[config.mk]
export PLATFORM = sky130hd
export DESIGN_NAME = rsi_divider
export DESIGN_NICKNAME = d
export VERILOG_FILES = /design/src/rtl/ray_segment_intersection_defines.svh /design/src/rtl/rsi_pkg.sv /design/src/rtl/rsi_divider.sv
export SDC_FILE = /design/constraint.sdc
export NUM_CORES = 2
export LEC_CHECK = 0
export BUFFER_PORTS_ARGS = -buffer_cell sky130_fd_sc_hd__buf_2
export CORE_MARGIN = 5
export CORE_UTILIZATION = 45
export CTS_BUF_LIST = sky130_fd_sc_hd__clkbuf_8
export DETAILED_ROUTE_END_ITERATION = 10
export GPL_TIMING_DRIVEN = 0
export HOLD_SLACK_MARGIN = 0.15
export PLACE_DENSITY = 0.63
export SLEW_MARGIN = 20
export SYNTH_ARGS = -nofsm -noshare
export SYNTH_HDL_FRONTEND = slang
export SYNTH_SLANG_ARGS = --single-unit
[constraint.sdc]
create_clock -name clock -period 4.5 [get_ports clock]
set_input_delay 0.9 -clock clock [delete_from_list [all_inputs] [get_ports clock]]
set_output_delay 0.9 -clock clock [all_outputs]
set_load 0.02 [all_outputs]
[src/rtl/ray_segment_intersection_defines.svh]
// Assertion macros for the ray/segment intersection block.
// Used by the top level only; no other dependencies.
`ifndef RAY_SEGMENT_INTERSECTION_DEFINES_SVH
`define RAY_SEGMENT_INTERSECTION_DEFINES_SVH

// Implication checked on every rising clock edge outside reset.
`define RSI_ASSERT_IMPL(label, clk, rst, ante, cons, msg) \
   label: assert property (@(posedge clk) disable iff (rst) (ante) |-> (cons)) \
      else $error(msg);

// Implication whose consequence is checked on the following edge.
`define RSI_ASSERT_NEXT(label, clk, rst, ante, cons, msg) \
   label: assert property (@(posedge clk) disable iff (rst) (ante) |=> (cons)) \
      else $error(msg);

`endif

[src/rtl/rsi_pkg.sv]
// Shared constants for the ray/segment intersection block.
// No dependencies.
`default_nettype none
package rsi_pkg;
   localparam int COORD_BITS_DEFAULT = 16;
   localparam int THRESH_BITS        = 21;
   localparam logic [THRESH_BITS-1:0] THRESH_RESET = THRESH_BITS'(1);
endpackage
`default_nettype wire

[src/rtl/rsi_divider.sv]
// Pipelined restoring divider, one quotient bit per stage, stall by enable.
// Uses rsi_pkg; carries a side payload alongside the quotient.
`default_nettype none
module rsi_divider
   import rsi_pkg::*;
#(
   parameter int NUM_BITS = 40,
   parameter int DEN_BITS = 36,
   parameter int Q_BITS   = 17,
   parameter int SIDE_BITS = 8
) (
   input  wire logic                 clock,
   input  wire logic                 reset,
   input  wire logic                 advance,
   input  wire logic                 in_valid,
   input  wire logic [NUM_BITS-1:0]  in_num,
   input  wire logic [DEN_BITS-1:0]  in_den,
   input  wire logic [SIDE_BITS-1:0] in_side,
   output logic                      out_valid,
   output logic [Q_BITS-1:0]         out_quot,
   output logic [SIDE_BITS-1:0]      out_side
);
   // remainder width: den plus one guard bit
   localparam int RB = DEN_BITS + 1;

   logic                 vld_ff  [1:Q_BITS];
   logic [RB-1:0]        rem_ff  [1:Q_BITS-1];
   logic [NUM_BITS-1:0]  num_ff  [1:Q_BITS-1];
   logic [DEN_BITS-1:0]  den_ff  [1:Q_BITS-1];
   logic [Q_BITS-1:0]    quo_ff  [1:Q_BITS];
   logic [SIDE_BITS-1:0] side_ff [1:Q_BITS];

   // Quotient bit i of the result is formed in stage Q_BITS-i; the
   // quotient is known to fit Q_BITS, so higher numerator bits only feed
   // the initial remainder.
   for (genvar g = 0; g < Q_BITS; g++) begin : g_stage
      localparam int BIT = Q_BITS - 1 - g;
      logic                 vld_cur;
      logic [RB-1:0]        rem_cur;
      logic [NUM_BITS-1:0]  num_cur;
      logic [DEN_BITS-1:0]  den_cur;
      logic [Q_BITS-1:0]    quo_cur;
      logic [SIDE_BITS-1:0] side_cur;
      logic [RB:0]          trial;
      logic [RB-1:0]        rem_in;
      logic                 qbit;

      if (g == 0) begin : g_src
         assign vld_cur  = in_valid;
         assign rem_cur  = RB'(in_num >> Q_BITS);
         assign num_cur  = in_num;
         assign den_cur  = in_den;
         assign quo_cur  = '0;
         assign side_cur = in_side;
      end else begin : g_src
         assign vld_cur  = vld_ff[g];
         assign rem_cur  = rem_ff[g];
         assign num_cur  = num_ff[g];
         assign den_cur  = den_ff[g];
         assign quo_cur  = quo_ff[g];
         assign side_cur = side_ff[g];
      end

      always_comb begin
         trial  = {rem_cur, num_cur[BIT]};
         qbit   = (trial >= {2'b00, den_cur});
         rem_in = qbit ? RB'(trial - {2'b00, den_cur}) : RB'(trial);
      end

      always_ff @(posedge clock) begin
         if (reset) begin
            vld_ff[g+1] <= 1'b0;
         end else if (advance) begin
            vld_ff[g+1] <= vld_cur;
         end
         if (advance) begin
            quo_ff[g+1]  <= quo_cur | (Q_BITS'(qbit) << BIT);
            side_ff[g+1] <= side_cur;
         end
      end

      // the last stage needs no remainder, numerator or divisor
      if (g < Q_BITS - 1) begin : g_carry
         always_ff @(posedge clock) begin
            if (advance) begin
               rem_ff[g+1] <= rem_in;
               num_ff[g+1] <= num_cur;
               den_ff[g+1] <= den_cur;
            end
         end
      end
   end

   assign out_valid = vld_ff[Q_BITS];
   assign out_quot  = quo_ff[Q_BITS];
   assign out_side  = side_ff[Q_BITS];
endmodule
`default_nettype wire
Word level (Yosys, flattened, before mapping)
Memory sizes are Yosys's and may differ from the RTL's.
Index checks and enable logic that the tools add are counted.
{ "word_totals": {"in_bits": 88, "output_inout_bits": 26, "ramBits": 2250, "elab_cells": 111, "mem_count": 6, "reg_bits": 0} }
{ "mem_list": {"columns": ["name", "words", "word_bits", "rd", "rd_ports_with_merged_regs", "write_ports", "line", "text"], "rows": [
  ["num_ff", 16, 40, 16, 0, 16, "rsi_divider.sv:28", "logic [NUM_BITS-1:0] num_ff [1:Q_BITS-1];"],
  ["rem_ff", 16, 37, 16, 0, 16, "rsi_divider.sv:27", "logic [RB-1:0] rem_ff [1:Q_BITS-1];"],
  ["den_ff", 16, 36, 16, 0, 16, "rsi_divider.sv:29", "logic [DEN_BITS-1:0] den_ff [1:Q_BITS-1];"],
  ["quo_ff", 17, 17, 17, 0, 17, "rsi_divider.sv:30", "logic [Q_BITS-1:0] quo_ff [1:Q_BITS];"],
  ["side_ff", 17, 8, 17, 0, 17, "rsi_divider.sv:31", "logic [SIDE_BITS-1:0] side_ff [1:Q_BITS];"],
  ["vld_ff", 17, 1, 17, 0, 17, "rsi_divider.sv:26", "logic vld_ff [1:Q_BITS];"]
]} }
{ "op_classes": {"bitwise_logic": 33, "n_mux": 39, "magnitude_cmp": 17, "n_addsub": 16} }
{ "ops": {"columns": ["op", "n"], "rows": [
  ["$ge A38 B36 Y1", 16],
  ["$mux W37", 16],
  ["$sub A37 B36 Y37", 15],
  ["$sub A24 B36 Y37", 1],
  ["$ge A24 B36 Y1", 1],
  ["$mux W1", 23],
  ["$or A1 B1 Y1", 17],
  ["$or A17 B1 Y17", 1],
  ["$or A17 B10 Y17", 1],
  ["$or A17 B11 Y17", 1],
  ["$or A17 B12 Y17", 1],
  ["$or A17 B13 Y17", 1],
  ["$or A17 B14 Y17", 1],
  ["$or A17 B15 Y17", 1],
  ["$or A17 B16 Y17", 1],
  ["$or A17 B2 Y17", 1],
  ["$or A17 B3 Y17", 1],
  ["$or A17 B4 Y17", 1],
  ["$or A17 B5 Y17", 1],
  ["$or A17 B6 Y17", 1],
  ["$or A17 B7 Y17", 1],
  ["$or A17 B8 Y17", 1],
  ["$or A17 B9 Y17", 1]
]} }

Longest topological paths before layout
{ "depth": {"depth_word": 4, "ltp_mapped": 18, "depth_no_buf": 15} }

Worst setup path after synthesis
No wires, ideal clock.
{ "synth_path": {"path_type": "input-to-reg", "start": "input in_num[16]", "end": "register rem_ff[0][57] (netlist name)", "setup_slack_ns": 0.898, "setup_time_ns": 0.269, "n_path_buf": 0, "t_required_ns": 4.231, "stages": 13, "arrival_ns": 3.334, "cell_sequence": "inv_1 -> ha_1 -> fa_1 -> nor2b_1 -> o21ai_0 -> a21oi_1 -> nor4_1 -> o311ai_0 -> o211ai_1 -> o311ai_0 -> a31oi_1 -> xor2_1 -> o21ai_0"} }
{ "synth_rtl": {"columns": ["item", "line", "text"], "rows": [
  ["from (decl)", "rsi_divider.sv:16", "input wire logic [NUM_BITS-1:0] in_num,"]
]} }

==> impl_metrics.csv <==
group,metric,value,unit
run_status,status,"complete, no violations",
global_routing,antenna_found_initial,2,
synth,ys_ff_latch,1610,
critical_path,cp.required,5.29,ns
synth,avgSynthCellArea,11.3,um^2
timing,setup_viol,0,
critical_path,r2r-end,"rem_ff[2][35]$_DFFE_PP_",
placed_design,dpl.cell_count,10400,
pwr,clkPwrFrac,19.1,%
clocking,root_buffer,"clkbuf_8",
layout,final_cells,11000,
timing,min_period,4.47,ns
pwr,swShare,38.5,%
timing,maxSlewHeadroom,29.6,%
placed_design,gp_congestion,0.969,
clocking,cts_max_path_buffers,4,
clocking,cts_sinks,1610,
detailed_routing,drt_wl_total,212000,um
min_path,min_from,"advance",
synth,synth.largest_area_cell,"edfxtp_1",
critical_path,worst-path-buf-inv,1,
critical_path,critPathCaptureType,"register",
die,core_area,0.194,mm^2
detailed_routing,via_per_inst,5.42,
layout,flow.area_growth_from_synthesis,12.4,%
timing,hold_slack,0.325,ns
critical_path,slowest_delay,0.81,ns
synth,synth_ff_type,"edfxtp_1",
timing,finClkSkew,0.0475,ns
critical_path,arrival,5.25,ns
critical_path,rr_worst_depth,12,
synth,syn_nets,8453,
critical_path,start_kind,"register",
layout,nets,8995,
die,die_width,451,um
timing,maxSlewViolCount,0,
critical_path,critical_path_class,"register to register",
min_path,min_path_cells,1,
critical_path,slowest_stage,"nor3b_1",
placed_design,dp_slack,-1.01,ns
timing,setup_tns,0,ns
critical_path,cp_common_cell,"and3_1",
critical_path,r2r_slack,0.03,ns
die,design.die.area,0.204,mm^2
synth,yosysSeqAreaShare,55.1,%
global_routing,globalRouteTotalUtil,20.6,%
timing,fmax,0.224,GHz
pwr,p_leak,40.0,nW
global_routing,grt_pass1_wl,331000,um
synth,synthDistinctLibCells,107,
clocking,clk_pin_slew,0.06,ns
synth,synthArstFlopShare,0,%
critical_path,crit_chain,"inv_1 > ha_1 > and2_1 > and3_1 > nor3b_1 > o311ai_1 > a21oi_1 > a2111oi_2 > nor3_1 > o311ai_0 > and3_1 > o31ai_1",
critical_path,cp_top_family,"simple AND/OR/NAND/NOR gates",
flow_run,cap_violations,0,
min_path,hold_path_class,"input pin to register",
timing,finalCritPeriodShare,99.2,%
pwr,p_switching,25.5,mW
synth,synth_top_cell_area_share,55.1,%
placed_design,dp_hpwl,163000,um
global_routing,grt-ovfl-total,0,
die,ioPinCount,114,
synth,yosysWarningCount,0,
die,initial_core_util,45.1,%
detailed_routing,wl_per_cell,19.2,um
global_routing,first_global_vias,63300,
detailed_routing,drcViolationCount,0,
pwr,ir_drop,280,uV
synth,synth_cells,7749,
detailed_routing,initialDrtViolationCount,3460,
timing,hold_viol_final,0,
clocking,cts-buffers-inserted,305,
synth,synth_common_cells,"1610 x edfxtp_1, 777 x inv_1, 641 x nand2_1, 625 x a21oi_1, 600 x ha_1",
pwr,internal-power,40.7,mW
synth,synth_area_leaders,"edfxtp_1 55%, ha_1 8.6%, a21oi_1 3.6%, inv_1 3.3%, o21ai_0 3.3%",
detailed_routing,first_pass_iters,5,
pwr,power_density,671,mW/mm^2
layout,drive_gt1_share,9.82,%
timing,timing.final.ws_setup,0.0340,ns
detailed_routing,vias,59900,
clocking,cts_tree,"built",
placed_design,io_buffers,113,
layout,final_util,50.7,%
die,die_h,451,um
clocking,h-tree-depth,5,
critical_path,critical_path.max_fanout,4,
critical_path,r2r_start,"den_ff[3][117]$_DFFE_PP_",
synth,synth-edff-count,1610,
die,core.rowCount,162,
min_path,holdPathEnd,"side_ff[0][15]$_DFFE_PP_",
global_routing,grt_start_max_net_pins,150,
synth,synth_area,0.0877,mm^2
detailed_routing,detail-route-antenna-nets,0,
pwr,power_frac_comb,45.5,%
pwr,seq_power_share,35.4,%
clocking,insertion_delay,1.04,ns
synth,synth.most_common_cell,"edfxtp_1",
timing,worst_slew_pin_slew,1.04,ns
[registers in the layout, indices dropped and copies added, names as in the netlist]
name / cells
vld_ff: 17
rem_ff: 592
side_ff: 136
num_ff: 136
den_ff: 576
quo_ff: 153
[placed cells by master, fill, tap and decap left out, drive strengths merged, types with 15 or more instances in the layout]
cell type / instances
or2: 27
xnor2: 267
clkinv: 94
xor2: 206
a211oi: 59
o21bai: 98
a31oi: 80
inv: 875
o31ai: 56
o211ai: 43
o21ai: 597
a2111oi: 23
nand4: 101
ha: 600
and3: 64
and4: 20
nand2: 642
a21oi: 630
a21boi: 27
and2: 50
nand3: 129
a21o: 306
nor2: 360
buf: 213
nor4: 34
fa: 16
nor3: 86
a211o: 23
a221oi: 15
a41oi: 16
o21a: 81
dlygate4sd3: 85
o31a: 17
or3: 24
nor2b: 75
nand2b: 73
mux2: 124
clkbuf: 453
edfxtp: 1610
nor3b: 17
[worst reg2reg max path: stages, from the launching register on]
cell and delay [ns]:
edfxtp_1 0.41, inv_1 0.06, ha_1 0.34, and2_1 0.21
and3_1 0.23, nor3b_1 0.81, o311ai_1 0.41, a21oi_1 0.27
a2111oi_2 0.13, nor3_1 0.54, o311ai_0 0.34, and3_1 0.25
o31ai_1 0.26
[power by group through the flow]
stage | registers, mW | clock network [mW] | logic (mW)
after global routing | 23.7 | 13.9 | 33.2
after detailed placement | 23.7 | 0 | 29.3
final | 23.4 | 12.6 | 30.1
after floorplan | 22.9 | 0 | 21.8
after global placement | 24.4 | 0 | 28.9
after CTS | 23.4 | 13.2 | 29.9
[layer usage]
layer | vias to the layer above | global-route usage [%] | share of wire, %
li1 | 29600 | - | -
met1 | 28000 | 17.8 | 33
met2 | 1468 | 40.7 | 55
met3 | 728 | 3.39 | 3.4
met4 | 0 | 16.8 | 9.3
met5 | - | 0 | 0
[how the worst max path moves through the flow]
stage               slack [ns]                       end  cells past startpoint                     start
floorplan                 0.90   rem_ff[0][57]$_DFFE_PP_                     13                in_num[16]
global placement        -23.62    vld_ff[0][1]$_DFFE_PP_                      2                   advance
detailed placement       -1.01   rem_ff[1][70]$_DFFE_PP_                     15    num_ff[1][8]$_DFFE_PP_
CTS                      0.007  rem_ff[1][103]$_DFFE_PP_                     17   num_ff[1][47]$_DFFE_PP_
global route             -0.02   rem_ff[1][11]$_DFFE_PP_                     16  num_ff[0][289]$_DFFE_PP_
finish                    0.03   rem_ff[2][35]$_DFFE_PP_                     12  den_ff[3][117]$_DFFE_PP_
[what timing repair did]
item,in CTS,in global routing
gates resized for setup,65,35
endpoints found under the hold margin,85,0
setup endpoints to repair,441,292
setup buffers,18,7
pin swaps,9,10
hold buffers,85,0
[area by class of cell]
| cell class | count | area, um^2 |
|---|---|---|
| Inverter | 783 | 2950 |
| Clock buffer | 310 | 4270 |
| Clock inverter | 202 | 1000 |
| Fill cell | 17100 | 95800 |
| Antenna cell | 2 | 5.00 |
| Multi-Input combinational cell | 5150 | 35800 |
| Sequential cell | 1610 | 48300 |
| Timing Repair Buffer | 236 | 2010 |
| Buffer | 205 | 995 |
| Tap cell | 2542 | 3180 |
[logic make-up (layout without fill, tap and decap cells)]
group           after synthesis  after routing  synth area share [%]
compound gates             2201           2201                  15.8
xor+xnor                    473            473                  4.72
fa+ha+maj                   616            616                  8.92
buf+inv                     989           1736                  4.37
flops                      1610           1610                  55.1
mux                         135            135                  1.76
other cells                   0              2                     0
simple gates               1725           1725                  9.30
[through the flow]
step,power (mW),cell area [um^2]
after floorplan,44.7,87700
after global placement,53.3,91500
after detailed placement,52.9,91800
after CTS,66.5,98400
after global routing,70.9,98600
final,66.2,98600
(Power assumes the default switching activity.)
